### src/hdl/jac3d_pkg.sv
// ----------------------------------------------------------------------------
// jac3d_pkg
// shared types, constants and the divide-by-six step for the stencil
// ----------------------------------------------------------------------------
`default_nettype none

package jac3d_pkg;

  // geometry and word sizes
  localparam int MAX_EDGE_DEF = 128;
  localparam int DATA_W       = 32;
  localparam int GRID_W       = 8;
  localparam logic [GRID_W-1:0] GRID_RESET = 8'd128;
  localparam int MIN_EDGE     = 3;
  localparam int QUEUE_DEPTH  = 4;

  // mean of six: (sum + 3) / 6, long division seven bits per stage
  localparam int DIV_BITS   = 7;
  localparam int DIV_STAGES = 5;
  localparam int SUM_W      = DIV_BITS * DIV_STAGES;
  localparam logic [SUM_W-1:0] ROUND_BIAS = 35'd3;
  localparam logic [3:0] DIVISOR = 4'd6;

  // input word kinds
  typedef enum logic {
    KIND_CELL  = 1'b0,
    KIND_FLUSH = 1'b1
  } kind_t;

  // control that travels with each queued word
  typedef struct packed {
    logic first;
    logic emit;
    logic boundary;
    logic last;
  } ctl_t;

  // DIV_BITS steps of restoring division by six, remainder below six
  function automatic logic [DIV_BITS+2:0] div6_step(input logic [2:0] rem_in,
                                                    input logic [DIV_BITS-1:0] bits);
    logic [3:0]          r;
    logic [DIV_BITS-1:0] q;
    r = {1'b0, rem_in};
    q = '0;
    for (int b = DIV_BITS - 1; b >= 0; b--) begin
      r = {r[2:0], bits[b]};
      if (r >= DIVISOR) begin
        q[b] = 1'b1;
        r    = r - DIVISOR;
      end
    end
    return {r[2:0], q};
  endfunction

endpackage

`default_nettype wire

### src/hdl/jac3d_fifo.sv
// ----------------------------------------------------------------------------
// jac3d_fifo
// short register queue between the classifying front and the stencil back
// ----------------------------------------------------------------------------
`default_nettype none

module jac3d_fifo #(
  parameter int W     = 8,
  parameter int DEPTH = jac3d_pkg::QUEUE_DEPTH
) (
  input  wire logic         clk,
  input  wire logic         rst_n,
  input  wire logic         push,
  input  wire logic [W-1:0] push_data,
  output logic              full,
  input  wire logic         pop,
  output logic              not_empty,
  output logic [W-1:0]      pop_data
);

  localparam int AW = $clog2(DEPTH);
  localparam int CW = $clog2(DEPTH + 1);

  logic [W-1:0]  mem [DEPTH];
  logic [AW-1:0] wptr_r, wptr_nxt;
  logic [AW-1:0] rptr_r, rptr_nxt;
  logic [CW-1:0] count_r, count_nxt;

  assign full      = (count_r == CW'(DEPTH));
  assign not_empty = (count_r != '0);
  assign pop_data  = mem[rptr_r];

  // pointer and fill count
  always_comb begin
    wptr_nxt  = wptr_r;
    rptr_nxt  = rptr_r;
    count_nxt = count_r;
    if (push) begin
      wptr_nxt = (wptr_r == AW'(DEPTH - 1)) ? '0 : wptr_r + AW'(1);
    end
    if (pop) begin
      rptr_nxt = (rptr_r == AW'(DEPTH - 1)) ? '0 : rptr_r + AW'(1);
    end
    if (push && !pop) begin
      count_nxt = count_r + CW'(1);
    end else if (pop && !push) begin
      count_nxt = count_r - CW'(1);
    end
  end

  always_ff @(posedge clk) begin
    if (!rst_n) begin
      wptr_r  <= '0;
      rptr_r  <= '0;
      count_r <= '0;
    end else begin
      wptr_r  <= wptr_nxt;
      rptr_r  <= rptr_nxt;
      count_r <= count_nxt;
    end
  end

  // storage
  always_ff @(posedge clk) begin
    if (push) begin
      mem[wptr_r] <= push_data;
    end
  end

endmodule

`default_nettype wire

### config.mk
export PLATFORM = sky130hd
export DESIGN_NAME = jac3d_fifo
export DESIGN_NICKNAME = d
export VERILOG_FILES = /design/src/hdl/jac3d_pkg.sv /design/src/hdl/jac3d_fifo.sv
export SDC_FILE = /design/constraint.sdc
export NUM_CORES = 1
export LEC_CHECK = 0
export ABC_AREA = 1
export BUFFER_PORTS_ARGS = -buffer_cell sky130_fd_sc_hd__buf_2
export CORE_ASPECT_RATIO = 0.9
export CORE_MARGIN = 1.5
export CORE_UTILIZATION = 35
export DETAILED_ROUTE_END_ITERATION = 16
export PLACE_DENSITY_LB_ADDON = 0.08
export SETUP_SLACK_MARGIN = 0.2
export SYNTH_ARGS = -nofsm -noshare
export SYNTH_HDL_FRONTEND = slang
export SYNTH_SLANG_ARGS = --single-unit
### constraint.sdc
create_clock -name clk -period 1.2 [get_ports clk]
set_input_delay 0 -clock clk [delete_from_list [all_inputs] [get_ports clk]]
set_output_delay 0 -clock clk [all_outputs]
set_load 0.01 [all_outputs]
After elaboration in Yosys (flattened, before gate mapping)
Memories as Yosys holds them, arrays and structs flattened. A register that Yosys moved wholly into a read port is not among the register bits. Index checks and enable logic that the tools add are counted.

Memories: 1. Bits in latches: 0. ROM bits: 0. Input bits: 12. RAM bits: 32. Register bits: 7.

Memories: mem (depth 4, width 8, rd ports 1, clocked after memory_dff 1, write ports 1, RTL line jac3d_fifo.sv:24) `logic [W-1:0] mem [DEPTH];`.

Eq/ne operators: 3. Reduce and logical (&&, ||, !) cells: 6. Divide/modulo/power cells: 0. Multipliers: 0. Bitwise operators: 0. Shift operators: 0. $lt $le $gt $ge: 0. Mux-type cells: 8. Add/subtract/negate cells: 4.

Operators by type and width (number): 2-to-1 mux 2 bit (4); 2-to-1 mux 3 bit (2); adder 2 x 1 -> 2 bit, second input constant (2); == test 2 bit, second input constant (2); adder 3 x 1 -> 3 bit, second input constant (1); == test 3 bit, second input constant (1); nonzero test 3 bit (1); subtractor 3 x 1 -> 3 bit, second input constant (1); logical AND 1 bit (2); zero test 1 bit (2); 2-to-1 mux 1 bit (2); nonzero test 2 bit (1).

Longest topological paths before layout
Depth after elaboration: 4. Mapped depth: 10. Gate-level depth less buffers: 10.

Worst setup path after synthesis
Ideal clock, no wire load.

Path kind: register to register. Start: register count_r[0]. End: register count_r[2]. Path slack: 52 ps. Arrival time: 1038 ps. Setup time: 110 ps. Stages on the path, launching flop included: 8. Cells stage by stage: dfxtp_1 fa_1 inv_1 nand2_1 nand3_1 nand2_1 inv_1 nor2_1.

Word-level cells in the longest chain between the ends: 3. Elaborated cells between the ends (all ways): 4. Those cells by class: add/sub (2); mux (2).

RTL lines: start: declaration (RTL line jac3d_fifo.sv:27) `logic [CW-1:0] count_r, count_nxt;`; start signal: assignment (RTL line jac3d_fifo.sv:59) `count_r <= count_nxt;`; subtractor 3 x 1 -> 3 bit (RTL line jac3d_fifo.sv:47) `count_nxt = count_r - CW'(1);`; 2-to-1 mux 3 bit (RTL line jac3d_fifo.sv:46) `end else if (pop && !push) begin`; 2-to-1 mux 3 bit (*) (RTL line jac3d_fifo.sv:44) `if (push && !pop) begin`.

Every way passes the cells marked *; elsewhere a longest branch is shown, timed or not. The select of a mux whose other input is x is not followed. A chain may end at the register's enable or synchronous reset.

==> run metrics <==
run status=finished with violations; violated checks=negative setup slack; total area of sequential cells=1160 um2; final worst-path cycle share=103%; peak supply drop=0.865 mV; share of cells above drive strength 1=49.2%; clock tree buffer depth=2; post-synthesis cell type with the largest combined area=edfxtp_1; final number of hold-violating endpoints=0; multi-input gate area in the final layout=592 um2; cell row count=23; die outline height=68.2 um; final non-filler cell area=about 2400 um2; max-cap viol count=0; floorplan die area=around 5000 um2; Post-DP HPWL=2.10 mm; Worst Setup End Kind=output port; Layout fillers=just over 400; Std-Cell Core Area=4490 um2; routed vias=1159; register bit total from synthesis=a little over 40; hold depth=3; width of the chip=75.5 um; Tightest Pin Transition=between 0.15 and 0.2 ns; count of final max-slew check failures=0; maximum number of pins on one net before global-route repair=17; depth of the worst register-to-register path=5; per-cell via count in the routed design=4.73; Placed Cells incl. Taps=223; Avg WL per Cell=between 10 and 15 um; TritonCTS clock tree=done; Total GRT Usage=approximately 15%; Iteration-0 DRC Markers=41; path type of the worst setup path=reg2out; DRC Markers=0; # port buffers=21; final estimated routing congestion in global placement=0.849; power density relative to cell area=1420 nW/um2; Synth Cell Area=1650 um2; Synth Net Count=155; routed wire length=3.49 mm; Setup violations, final=6; CTS root buf=clkbuf_8; post-synth top area share=58.1%; Mapped Avg Cell Area=12.2 um2; Placed Instance Area=1870 um2; most common library cell in the layout ignoring fill and taps=edfxtp_1; Final ANT Viol Nets=0; final cell count without fillers=245; post-synthesis sequential area ratio=69.0%; critical hold path startpoint=pop; required time of the critical path=between 1 and 1.5 ns; nets=201; flop-to-flop setup slack=0.06 ns; leakage power=slightly above 0.9 nW; number of levels in the clock H-tree=2; worst relative slew slack=88.1%; Synthesis Warnings=0; largest fanout on the critical path=5; r2r endpoint=count_r[2]; fmax=806 MHz; shortest period the worst path allows=between 1 and 1.5 ns; I/O pin total=22; unrepaired setup endpoints after global routing=yes; clock sink count=41; First-pass DRT Iterations=4; synthesis-to-layout area growth=42.5%; cell types with the largest area share after synthesis=edfxtp_1 (58%), dfxtp_1 (11%), nor2_1 (5.2%); leading cell types in the layout, fill and taps excluded=edfxtp_1 (32), nor2_1 (21), buf_2 (21); CP startpoint kind=register; startpoint of the lowest-slack register-to-register path=count_r[0]; clock-pin slew reported for the worst setup and hold paths after clock tree synthesis=0.08 ns; worst setup margin=-0.0400 ns; Initial Utilization=between 30 and 40%; clock latency of the later-clocked register in the worst-skew pair=0.29 ns; sum of negative setup slack=-0.0790 ns; sum of overflow across all layers after global routing=0; post-route clock skew=approximately 0.0036 ns; first-pass GRT wire length=between 5 and 6 mm; vias in the first global route=1124; Hold WC Path Type=in2reg; crit path DAT=between 1 and 1.5 ns; total inserted antenna cells=0; count of cell types in the netlist=19; initial antenna violation count=0; number of buffers added by the clock tree synthesis step=5; cell count after synthesis=136
[how the worst max path moves through the flow]
stage	startpoint	end	slack, ns	depth (start not counted)
3_3_place_gp	pop	count_r[2]	0.03	11
4_1_cts	register	pop_data[7]	-0.04	4
5_1_grt	register	pop_data[7]	-0.08	4
3_5_place_dp	pop	count_r[2]	0.01	11
2_1_floorplan	count_r[1]	count_r[2]	0.15	7
6_report	register	pop_data[7]	-0.04	4
[worst max-delay path, cell delays in order (launching register included)]
cell     delay (ns)
dfxtp_4        0.42
buf_6          0.15
o21ai_2        0.06
o22ai_2        0.17
buf_2          0.16
[cell families after synthesis]
logic type | count (synthesis) | synth area share (%)
flip-flops | 41 | 69.0
adder cells (fa/ha/maj) | 7 | 5.75
AND/OR/NAND/NOR | 39 | 9.61
AO/OA/AOI/OAI | 30 | 10.1
XOR/XNOR | 1 | 0.530
buffers and inverters | 18 | 4.99
[per-stage QoR]
stage                     utilization [%]  hold WS, ns  worst slack, ns  power, mW
final                                52.5       0.0631          -0.0400       3.36
after global routing                 52.5       0.0810          -0.0809       3.51
after detailed placement             41.6        0.220           0.0105       2.08
after floorplan                         -       0.0989            0.151       1.92
after CTS                            50.8       0.0579          -0.0353       3.33
after global placement               41.6        0.214           0.0303       2.07
[area by class of cell]
cell class | instances | share of cell area (%)
inverter | 16 | 4.46
tap | 62 | 3.29
clock buffer | 5 | 2.92
timing repair buffer | 41 | 12.9
clock inverter | 3 | 1.96
multi-input combinational | 77 | 25.1
sequential | 41 | 49.4
[sequential cells by signal (all words and copies together), names as in the netlist, named ones only]
| name | flops |
|---|---|
| wptr_r | 2 |
| mem | 32 |
| rptr_r | 2 |
| count_r | 3 |
[Yosys cell counts]
library cell,count
dfxtp_1,9
nor2_1,23
o21ai_2,2
nand4_1,1
nor3_1,3
o21ai_1,2
buf_6,2
nand2_1,9
nand3_1,1
a21oi_1,3
fa_1,1
nor2_2,2
ha_1,6
inv_2,1
o21ai_0,15
edfxtp_1,32
xor2_1,1
inv_1,15
o22ai_1,8
[routing by layer]
metal	part of all wire [%]	wire, um	global-route usage, %
met5	0	0	0
met4	2.1	72	6.70
met3	3.6	127	4.86
met2	47	1650	23.7
met1	47	1650	19.8
[power by group]
group	switching, mW	internal (mW)	leakage [nW]
sequential	0.0626	1.61	0.373
clock	0.507	0.623	0.0543
combinational	0.297	0.252	0.487
[repair_timing]
item                                    4_1_cts  5_1_grt
gates cloned                                  1        0
pin swaps                                     9       17
hold buffers                                  9        0
gates resized for setup                      57       29
hold endpoints to repair                     35        0
setup buffers                                 4        0
endpoints found under the setup margin       43       48
(Power assumes the default switching activity.)
