--- config.mk ---
export PLATFORM = sky130hd
export DESIGN_NAME = jac3d_front
export DESIGN_NICKNAME = d
export VERILOG_FILES = /design/src/hdl/jac3d_pkg.sv /design/src/hdl/jac3d_front.sv
export SDC_FILE = /design/constraint.sdc
export NUM_CORES = 1
export LEC_CHECK = 0
export BUFFER_PORTS_ARGS = -buffer_cell sky130_fd_sc_hd__buf_2
export CORE_ASPECT_RATIO = 0.5
export CORE_MARGIN = 5
export CORE_UTILIZATION = 58
export CTS_BUF_LIST = sky130_fd_sc_hd__clkbuf_4
export CTS_CLUSTER_SIZE = 8
export DETAILED_ROUTE_END_ITERATION = 10
export PLACE_DENSITY = 0.84
export REMOVE_ABC_BUFFERS = 1
export SETUP_SLACK_MARGIN = 0.15
export SLEW_MARGIN = 20
export SYNTH_ARGS = -nofsm -noshare
export SYNTH_HDL_FRONTEND = slang
export SYNTH_SLANG_ARGS = --single-unit
--- constraint.sdc ---
create_clock -name clk -period 4.7 [get_ports clk]
set_input_delay 0.47 -clock clk [delete_from_list [all_inputs] [get_ports clk]]
set_output_delay 0.47 -clock clk [all_outputs]
set_load 0.005 [all_outputs]
--- src/hdl/jac3d_pkg.sv ---
// ----------------------------------------------------------------------------
// jac3d_pkg
// shared types, constants and the divide-by-six step for the stencil
// ----------------------------------------------------------------------------
`default_nettype none

package jac3d_pkg;

  // geometry and word sizes
  localparam int MAX_EDGE_DEF = 128;
  localparam int DATA_W       = 32;
  localparam int GRID_W       = 8;
  localparam logic [GRID_W-1:0] GRID_RESET = 8'd128;
  localparam int MIN_EDGE     = 3;
  localparam int QUEUE_DEPTH  = 4;

  // mean of six: (sum + 3) / 6, long division seven bits per stage
  localparam int DIV_BITS   = 7;
  localparam int DIV_STAGES = 5;
  localparam int SUM_W      = DIV_BITS * DIV_STAGES;
  localparam logic [SUM_W-1:0] ROUND_BIAS = 35'd3;
  localparam logic [3:0] DIVISOR = 4'd6;

  // input word kinds
  typedef enum logic {
    KIND_CELL  = 1'b0,
    KIND_FLUSH = 1'b1
  } kind_t;

  // control that travels with each queued word
  typedef struct packed {
    logic first;
    logic emit;
    logic boundary;
    logic last;
  } ctl_t;

  // DIV_BITS steps of restoring division by six, remainder below six
  function automatic logic [DIV_BITS+2:0] div6_step(input logic [2:0] rem_in,
                                                    input logic [DIV_BITS-1:0] bits);
    logic [3:0]          r;
    logic [DIV_BITS-1:0] q;
    r = {1'b0, rem_in};
    q = '0;
    for (int b = DIV_BITS - 1; b >= 0; b--) begin
      r = {r[2:0], bits[b]};
      if (r >= DIVISOR) begin
        q[b] = 1'b1;
        r    = r - DIVISOR;
      end
    end
    return {r[2:0], q};
  endfunction

endpackage

`default_nettype wire

--- src/hdl/jac3d_front.sv ---
// ----------------------------------------------------------------------------
// jac3d_front
// takes words, tracks input and output positions, classifies each word
// ----------------------------------------------------------------------------
`default_nettype none

module jac3d_front #(
  parameter int MAX_EDGE = jac3d_pkg::MAX_EDGE_DEF,
  parameter int EW       = $clog2(MAX_EDGE + 1)
) (
  input  wire logic                          clk,
  input  wire logic                          rst_n,
  input  wire logic                          cfg_valid,
  input  wire logic [jac3d_pkg::GRID_W-1:0]  cfg_data,
  input  wire logic                          in_tvalid,
  output logic                               in_tready,
  input  wire logic                          in_kind,
  input  wire logic [jac3d_pkg::DATA_W-1:0]  in_cell,
  input  wire logic                          q_full,
  output logic                               push,
  output jac3d_pkg::ctl_t                    push_ctl,
  output logic [EW-1:0]                      push_n,
  output logic [jac3d_pkg::DATA_W-1:0]       push_data
);

  localparam int CW = $clog2(MAX_EDGE);
  localparam logic [8:0] MAX9 = 9'(MAX_EDGE);
  localparam logic [8:0] MIN9 = 9'(jac3d_pkg::MIN_EDGE);

  logic [jac3d_pkg::GRID_W-1:0] grid_r;
  logic [EW-1:0] edge_r, edge_nxt;
  logic [CW-1:0] ii_r, jj_r, kk_r, ii_nxt, jj_nxt, kk_nxt;
  logic [CW-1:0] oi_r, oj_r, ok_r, oi_nxt, oj_nxt, ok_nxt;
  logic          all_in_r, all_in_nxt;
  logic          emitting_r, emitting_nxt;

  logic [8:0]    g9, n9;
  logic [EW-1:0] n_use;
  logic [CW-1:0] nm1;
  logic          acc, is_cell, sweep_idle, take_cell, take_flush;
  logic          in_last, emit_cell, emit, out_last, out_bnd;

  // configuration register
  always_ff @(posedge clk) begin
    if (!rst_n) begin
      grid_r <= jac3d_pkg::GRID_RESET;
    end else if (cfg_valid) begin
      grid_r <= cfg_data;
    end
  end

  // edge in use: clamped register at sweep start, latched value otherwise
  always_comb begin
    g9 = {1'b0, grid_r};
    if (g9 < MIN9) begin
      n9 = MIN9;
    end else if (g9 > MAX9) begin
      n9 = MAX9;
    end else begin
      n9 = g9;
    end
  end

  assign sweep_idle = (ii_r == '0) && (jj_r == '0) && (kk_r == '0) && !all_in_r;
  assign n_use      = sweep_idle ? EW'(n9) : edge_r;
  assign nm1        = CW'(n_use - EW'(1));

  // classification
  assign in_tready  = !q_full;
  assign acc        = in_tvalid && in_tready;
  assign is_cell    = (jac3d_pkg::kind_t'(in_kind) == jac3d_pkg::KIND_CELL);
  assign take_cell  = acc && is_cell && !all_in_r;
  assign take_flush = acc && !is_cell && all_in_r;
  assign in_last    = (ii_r == nm1) && (jj_r == nm1) && (kk_r == nm1);
  assign emit_cell  = emitting_r ||
                      ((ii_r == CW'(1)) && (jj_r == CW'(1)) && (kk_r == CW'(1)));
  assign emit       = take_flush || (take_cell && emit_cell);
  assign out_last   = (oi_r == nm1) && (oj_r == nm1) && (ok_r == nm1);
  assign out_bnd    = (oi_r == '0) || (oi_r == nm1) || (oj_r == '0) || (oj_r == nm1) ||
                      (ok_r == '0) || (ok_r == nm1);

  // queue word
  assign push              = take_cell || take_flush;
  assign push_ctl.first    = take_cell && sweep_idle;
  assign push_ctl.emit     = emit;
  assign push_ctl.boundary = out_bnd;
  assign push_ctl.last     = out_last;
  assign push_n            = n_use;
  assign push_data         = in_cell;

  // position tracking
  always_comb begin
    edge_nxt     = edge_r;
    ii_nxt       = ii_r;
    jj_nxt       = jj_r;
    kk_nxt       = kk_r;
    oi_nxt       = oi_r;
    oj_nxt       = oj_r;
    ok_nxt       = ok_r;
    all_in_nxt   = all_in_r;
    emitting_nxt = emitting_r;
    if (take_cell) begin
      edge_nxt = n_use;
      if (emit_cell) begin
        emitting_nxt = 1'b1;
      end
      if (in_last) begin
        all_in_nxt = 1'b1;
        ii_nxt     = '0;
        jj_nxt     = '0;
        kk_nxt     = '0;
      end else if (kk_r != nm1) begin
        kk_nxt = kk_r + CW'(1);
      end else begin
        kk_nxt = '0;
        if (jj_r != nm1) begin
          jj_nxt = jj_r + CW'(1);
        end else begin
          jj_nxt = '0;
          ii_nxt = ii_r + CW'(1);
        end
      end
    end
    if (emit) begin
      if (ok_r != nm1) begin
        ok_nxt = ok_r + CW'(1);
      end else begin
        ok_nxt = '0;
        if (oj_r != nm1) begin
          oj_nxt = oj_r + CW'(1);
        end else begin
          oj_nxt = '0;
          oi_nxt = oi_r + CW'(1);
        end
      end
      // last cell out ends the sweep
      if (out_last) begin
        ii_nxt       = '0;
        jj_nxt       = '0;
        kk_nxt       = '0;
        oi_nxt       = '0;
        oj_nxt       = '0;
        ok_nxt       = '0;
        all_in_nxt   = 1'b0;
        emitting_nxt = 1'b0;
      end
    end
  end

  always_ff @(posedge clk) begin
    if (!rst_n) begin
      edge_r     <= EW'(MAX_EDGE);
      ii_r       <= '0;
      jj_r       <= '0;
      kk_r       <= '0;
      oi_r       <= '0;
      oj_r       <= '0;
      ok_r       <= '0;
      all_in_r   <= 1'b0;
      emitting_r <= 1'b0;
    end else begin
      edge_r     <= edge_nxt;
      ii_r       <= ii_nxt;
      jj_r       <= jj_nxt;
      kk_r       <= kk_nxt;
      oi_r       <= oi_nxt;
      oj_r       <= oj_nxt;
      ok_r       <= ok_nxt;
      all_in_r   <= all_in_nxt;
      emitting_r <= emitting_nxt;
    end
  end

endmodule

`default_nettype wire

# Yosys cells after proc, flatten, opt, wreduce, memory -nomap -nowiden
# Index checks and enable logic that the tools add are counted.
totals:
  regBits: 60
  latchBits: 0
  ramBits: 0
  rom_bits: 0
  in_bits: 46
  mem_count: 0
op_classes:
  addsub: 7
  n_mul: 0
  n_div: 0
  n_lt_le_gt_ge: 2
  eq_ne: 15
  n_shift: 0
  mux: 36
  n_bitwise: 1
  reduce_logical: 34
op_table:
  columns: ["cell", "count"]
  rows:
  - ["$mux 7", 25]
  - ["$add 7x1->7 const B", 6]
  - ["$eq 7x7->1", 6]
  - ["$logic_not 7->1", 6]
  - ["$ne 7x7->1", 4]
  - ["$mux 8", 3]
  - ["$eq 7x1->1 const B", 3]
  - ["$logic_and 1x1->1", 16]
  - ["$gt 8x8->1 const B", 1]
  - ["$logic_or 1x1->1", 8]
  - ["$lt 8x2->1 const B", 1]
  - ["$mux 1", 8]
  - ["$sub 7x1->7 const B", 1]
  - ["$ne 2x2->1 const B", 2]
  - ["$reduce_and 3->1", 1]
  - ["$logic_not 1->1", 2]
  - ["$reduce_and 2->1", 1]
  - ["$not 1->1", 1]

# Logic depth before layout (Yosys ltp)
logic_depth:
  ltp_word: 13
  ltp_mapped: 20
  mapped_depth_nobuf: 15

# Worst setup path before layout
# OpenSTA, ideal clock, no wires.
synth_path:
  kind: "register to output"
  startpoint: "reg kk_r[0]"
  endpoint: "out push_ctl[0] (netlist name)"
  arrival_ns: 3.795
  required_time_ns: 4.230
  slack_ns: 0.435
  stages_incl_launch_ff: 18
  path_buffers: 4
  cell_sequence: "dfxtp_1 -> inv_1 -> ha_1 -> and4_1 -> buf_2 -> nand2_1 -> clkbuf_1 -> mux2i_1 -> ha_1 -> clkbuf_1 -> nand2b_1 -> or3_1 -> o211a_1 -> o21ai_1 -> o211ai_1 -> or4_1 -> nor3_1 -> buf_4"
synth_between:
  elab_chain_cells: 8
  word_cells_on_any_way: 10
synth_lines:
  columns: ["item", "line", "text"]
  rows:
  - ["from (decl)", "jac3d_front.sv:32", "logic [CW-1:0] ii_r, jj_r, kk_r, ii_nxt, jj_nxt, kk_nxt;"]
  - ["from (signal assigned)", "jac3d_front.sv:165", "kk_r <= kk_nxt;"]
  - ["$logic_not 7->1 (*)", "jac3d_front.sv:64", "assign sweep_idle = (ii_r == '0) && (jj_r == '0) && (kk_r == '0) && !all_in_r;"]
  - ["$logic_and 1x1->1 (*) (2 in a row)", "jac3d_front.sv:64", null]
  - ["$mux 8 (*)", "jac3d_front.sv:65", "assign n_use = sweep_idle ? EW'(n9) : edge_r;"]
  - ["$sub 7x1->7 (*)", "jac3d_front.sv:66", "assign nm1 = CW'(n_use - EW'(1));"]
  - ["$eq 7x7->1", "jac3d_front.sv:78", "assign out_last = (oi_r == nm1) && (oj_r == nm1) && (ok_r == nm1);"]
  - ["$logic_and 1x1->1", "jac3d_front.sv:78", null]
  - ["$logic_and 1x1->1 (*)", "jac3d_front.sv:78", null]
  - ["to (decl)", "jac3d_front.sv:21", "output jac3d_pkg::ctl_t push_ctl,"]
# Mark *: on every way between the ends. The rest lies on a longest branch, timed or not.

==> results.py <==
metrics = {
    "route": {
        "vias_per_cell": 6.13,
        "ant_nets": 0,
        "drt_first_pass_iters": 5,
        "wl_mm": 12.2,
        "drc": 0,
        "wire_per_inst_um": 18.2,
        "vias": 4089,
        "drt_iter0_drc": 370,
    },
    "pwr": {
        "p_clk_frac": 0.279,
        "switching_share": 0.309,
        "p_seq_frac": 0.523,
        "internal_power_mw": 0.693,
        "switchingPower_mw": 0.310,
        "powerDensity_nw_per_um2": 210,
        "ir_worst_vdd_mv": 0.110,
        "power_mw": 1.00,
        "combPwrFrac": 0.198,
        "leakagePower_nw": 1.78,
    },
    "yosys": {
        "synthArstFlopShare": 0,
        "synth_edf_count": 0,
        "postSynthCellCount": 564,
        "yosys_warnings": 0,
        "ys_seq_area_frac": 0.263,
        "synth_top_cell_by_area": "dfxtp_1",
        "synth_most_common_cell": "dfxtp_1",
        "synth_flop_cell": "dfxtp_1",
        "ys_top_cells_by_area": "dfxtp_1 (26%), buf_4 (6.1%), xnor2_1 (5.6%)",
        "synth_cell_type_count": 69,
        "avgSynthCellArea_um2": 8.11,
        "synth-seq-cells": 60,
        "synth_top_area_share": 0.263,
        "netlist_area_um2": 4580,
        "synth_common_cells": "dfxtp_1 (60), nand2_1 (40), buf_4 (37), nor2_1 (35), a21oi_1 (33)",
    },
    "cells_and_area": {
        "multi_input_area_um2": 2990,
        "fill_cells": 620,
        "regArea_um2": 1210,
        "area_growth_syn_to_layout_pct": 4.54,
        "final_core_util": 0.639,
        "drive_gt1_frac": 0.188,
        "final_area_um2": 4780,
        "fin_nets": 617,
        "fin_cells": 667,
    },
    "run_status": {
        "status": "complete, no violations",
    },
    "placement": {
        "placed_cells": 648,
        "place_congestion": 0.917,
        "dp_hpwl_mm": 8.96,
        "placed_area_um2": 4530,
        "portBuffers": 27,
        "dp_worst_setup_slack_ns": 0.193,
    },
    "die": {
        "initial_core_util": 0.611,
        "core_um2": 7490,
        "die_area_um2": 9870,
        "fp.dieW_um": 136,
        "io_pins": 92,
        "row_count": 22,
        "fp.dieH_um": 72.8,
    },
    "grt": {
        "antenna_found_initial": 1,
        "grt_overflow_total": 0,
        "first_global_vias": 3665,
        "gr-usage-all-layers": 0.252,
        "grt_max_degree": 26,
        "grt_pass1_wl_mm": 19.5,
    },
    "cts": {
        "clk_latency_ns": 0.41,
        "htree_levels": 3,
        "cts_tree": "built",
        "clk_path_buf_depth": 2,
        "cts_buffers": 9,
        "clk_pin_slew_ns": 0.10,
        "cts.sinks": 60,
        "root_buffer": "clkbuf_4",
    },
    "setup_path": {
        "worst_ep_arrival_time_ns": 3.90,
        "critPathKind": "reg -> out",
        "worstPathMaxFanout": 8,
        "cp_slowest_stage_delay_ns": 0.54,
        "path_cells": "inv_1, ha_1, and4_2, nand2_2, mux2i_4, ha_4, and3b_1, mux2_2, o211a_1, o21ai_1, o211ai_1, or4_4, nor3_1, buf_2",
        "cp-start-kind": "flip-flop",
        "worstSetupEndpointType": "output port",
        "required_ns": 4.23,
        "cp_slowest_cell": "or4_4",
    },
    "sta": {
        "finalSetupTns_ns": 0,
        "slew-limit-headroom": 0.447,
        "hold_viol_final": 0,
        "max_freq_mhz": 229,
        "rsz0062_at_grt": "false",
        "hold_slack_ns": 0.303,
        "setup_viol": 0,
        "clock_skew_ns": 0.0155,
        "slew_viol_final": 0,
        "fin_crit_ns": 4.37,
        "fin_crit_sh": 0.930,
        "worstMarginPinSlew_ns": 0.827,
        "setup_slack_ns": 0.327,
    },
    "hold_path": {
        "hold_class": "in -> reg",
    },
    "flow_run": {
        "maxCapViolCount": 0,
    },
}
cell usage in the layout, fill, tap and decap left out, types with 3 or more instances in the layout:
master    synthesis  layout
dfxtp_1          60      50
nand2_1          40      39
nor2_1           35      35
a21oi_1          33      33
o21ai_0          30      29
xnor2_1          29      29
buf_2             9      27
inv_1            26      25
nor3_1           24      23
xor2_1           19      19
nor2b_1          17      17
or3_1            17      17
nand4_1          16      16
nand3_1          15      15
mux2i_1          16      15
ha_1             16      15
buf_4            37      14
dfxtp_2           0      10
clkbuf_4          0       9
and3_1            9       8
nor4_4            4       7
nor4_1            7       7
o211ai_1          5       5
and2_1            5       5
nor3b_1           6       5
nand3b_1          4       4
a21boi_0          4       4
o31ai_1           3       3
o21ai_1           2       3
o22ai_1           3       3
clkinv_1          0       3
timing repair:
action                                  4_1_cts  5_1_grt
buffers inserted                              3        1
resized for setup                            11       24
cloned                                        0        0
pin swaps                                     3        4
hold buffers                                  0        0
endpoints found under the setup margin        2       24
cells by family after synthesis:
group,share of synthesized area
and+or+nand+nor,0.311
AOI/OAI and AO/OA,0.141
buffers and inverters,0.110
DFF,0.263
xor gates and xnor gates,0.0919
muxes,0.0399
adders and majority gates,0.0438
worst paths after layout:
kind                            endpoint  slack (ns)  depth (start not counted)              startpoint
setup / recovery             push_ctl[0]        0.33                         14      kk_r[0]$_SDFF_PN0_
hold / removal    grid_r[7]$_SDFFE_PN1P_        0.30                          3             cfg_data[7]
setup reg to reg     all_in_r$_SDFF_PN0_        0.47                         16      kk_r[0]$_SDFF_PN0_
hold reg to reg   edge_r[7]$_SDFFE_PN1P_        0.49                          2  edge_r[7]$_SDFFE_PN1P_
cell type report:
| type | count | area share |
|---|---|---|
| Tap cell | 108 | 0.0283 |
| Sequential cell | 60 | 0.254 |
| Clock buffer | 9 | 0.0141 |
| Inverter | 27 | 0.0222 |
| Antenna cell | 1 | 0.000523 |
| Multi-Input combinational cell | 415 | 0.624 |
| Timing Repair Buffer | 42 | 0.0526 |
| Clock inverter | 5 | 0.00445 |
critical path, delay by kind of cell, from the launching register on:
family / cells / cell delay, ns
buffers and inverters: 2 / 0.29
adder cells (fa/ha/maj): 2 / 0.42
multiplexers: 2 / 0.49
flip-flops: 1 / 0.36
AO/OA/AOI/OAI: 3 / 0.57
AND/OR/NAND/NOR: 5 / 1.35
routing by layer:
metal | GRT usage | up-vias | wire length, um
li1 | - | 1951 | -
met1 | 0.357 | 1914 | 5590
met2 | 0.360 | 212 | 5000
met3 | 0.0950 | 12 | 1440
met4 | 0.0559 | 0 | 114
met5 | 0.0404 | - | 0
power by group through the flow:
stage | Clock (mW) | Combinational (mW) | Sequential (mW)
2_1_floorplan | 0 | 0.130 | 0.532
3_3_place_gp | 0 | 0.175 | 0.535
3_5_place_dp | 0 | 0.178 | 0.536
4_1_cts | 0.289 | 0.188 | 0.524
5_1_grt | 0.317 | 0.216 | 0.526
6_report | 0.279 | 0.198 | 0.525
flip-flops by register name (all words and copies together) (netlist names):
name / count
all_in_r: 1
edge_r: 8
emitting_r: 1
grid_r: 8
ii_r: 7
jj_r: 7
kk_r: 7
oi_r: 7
oj_r: 7
ok_r: 7
Note: power is estimated with default switching activity, not from simulation.
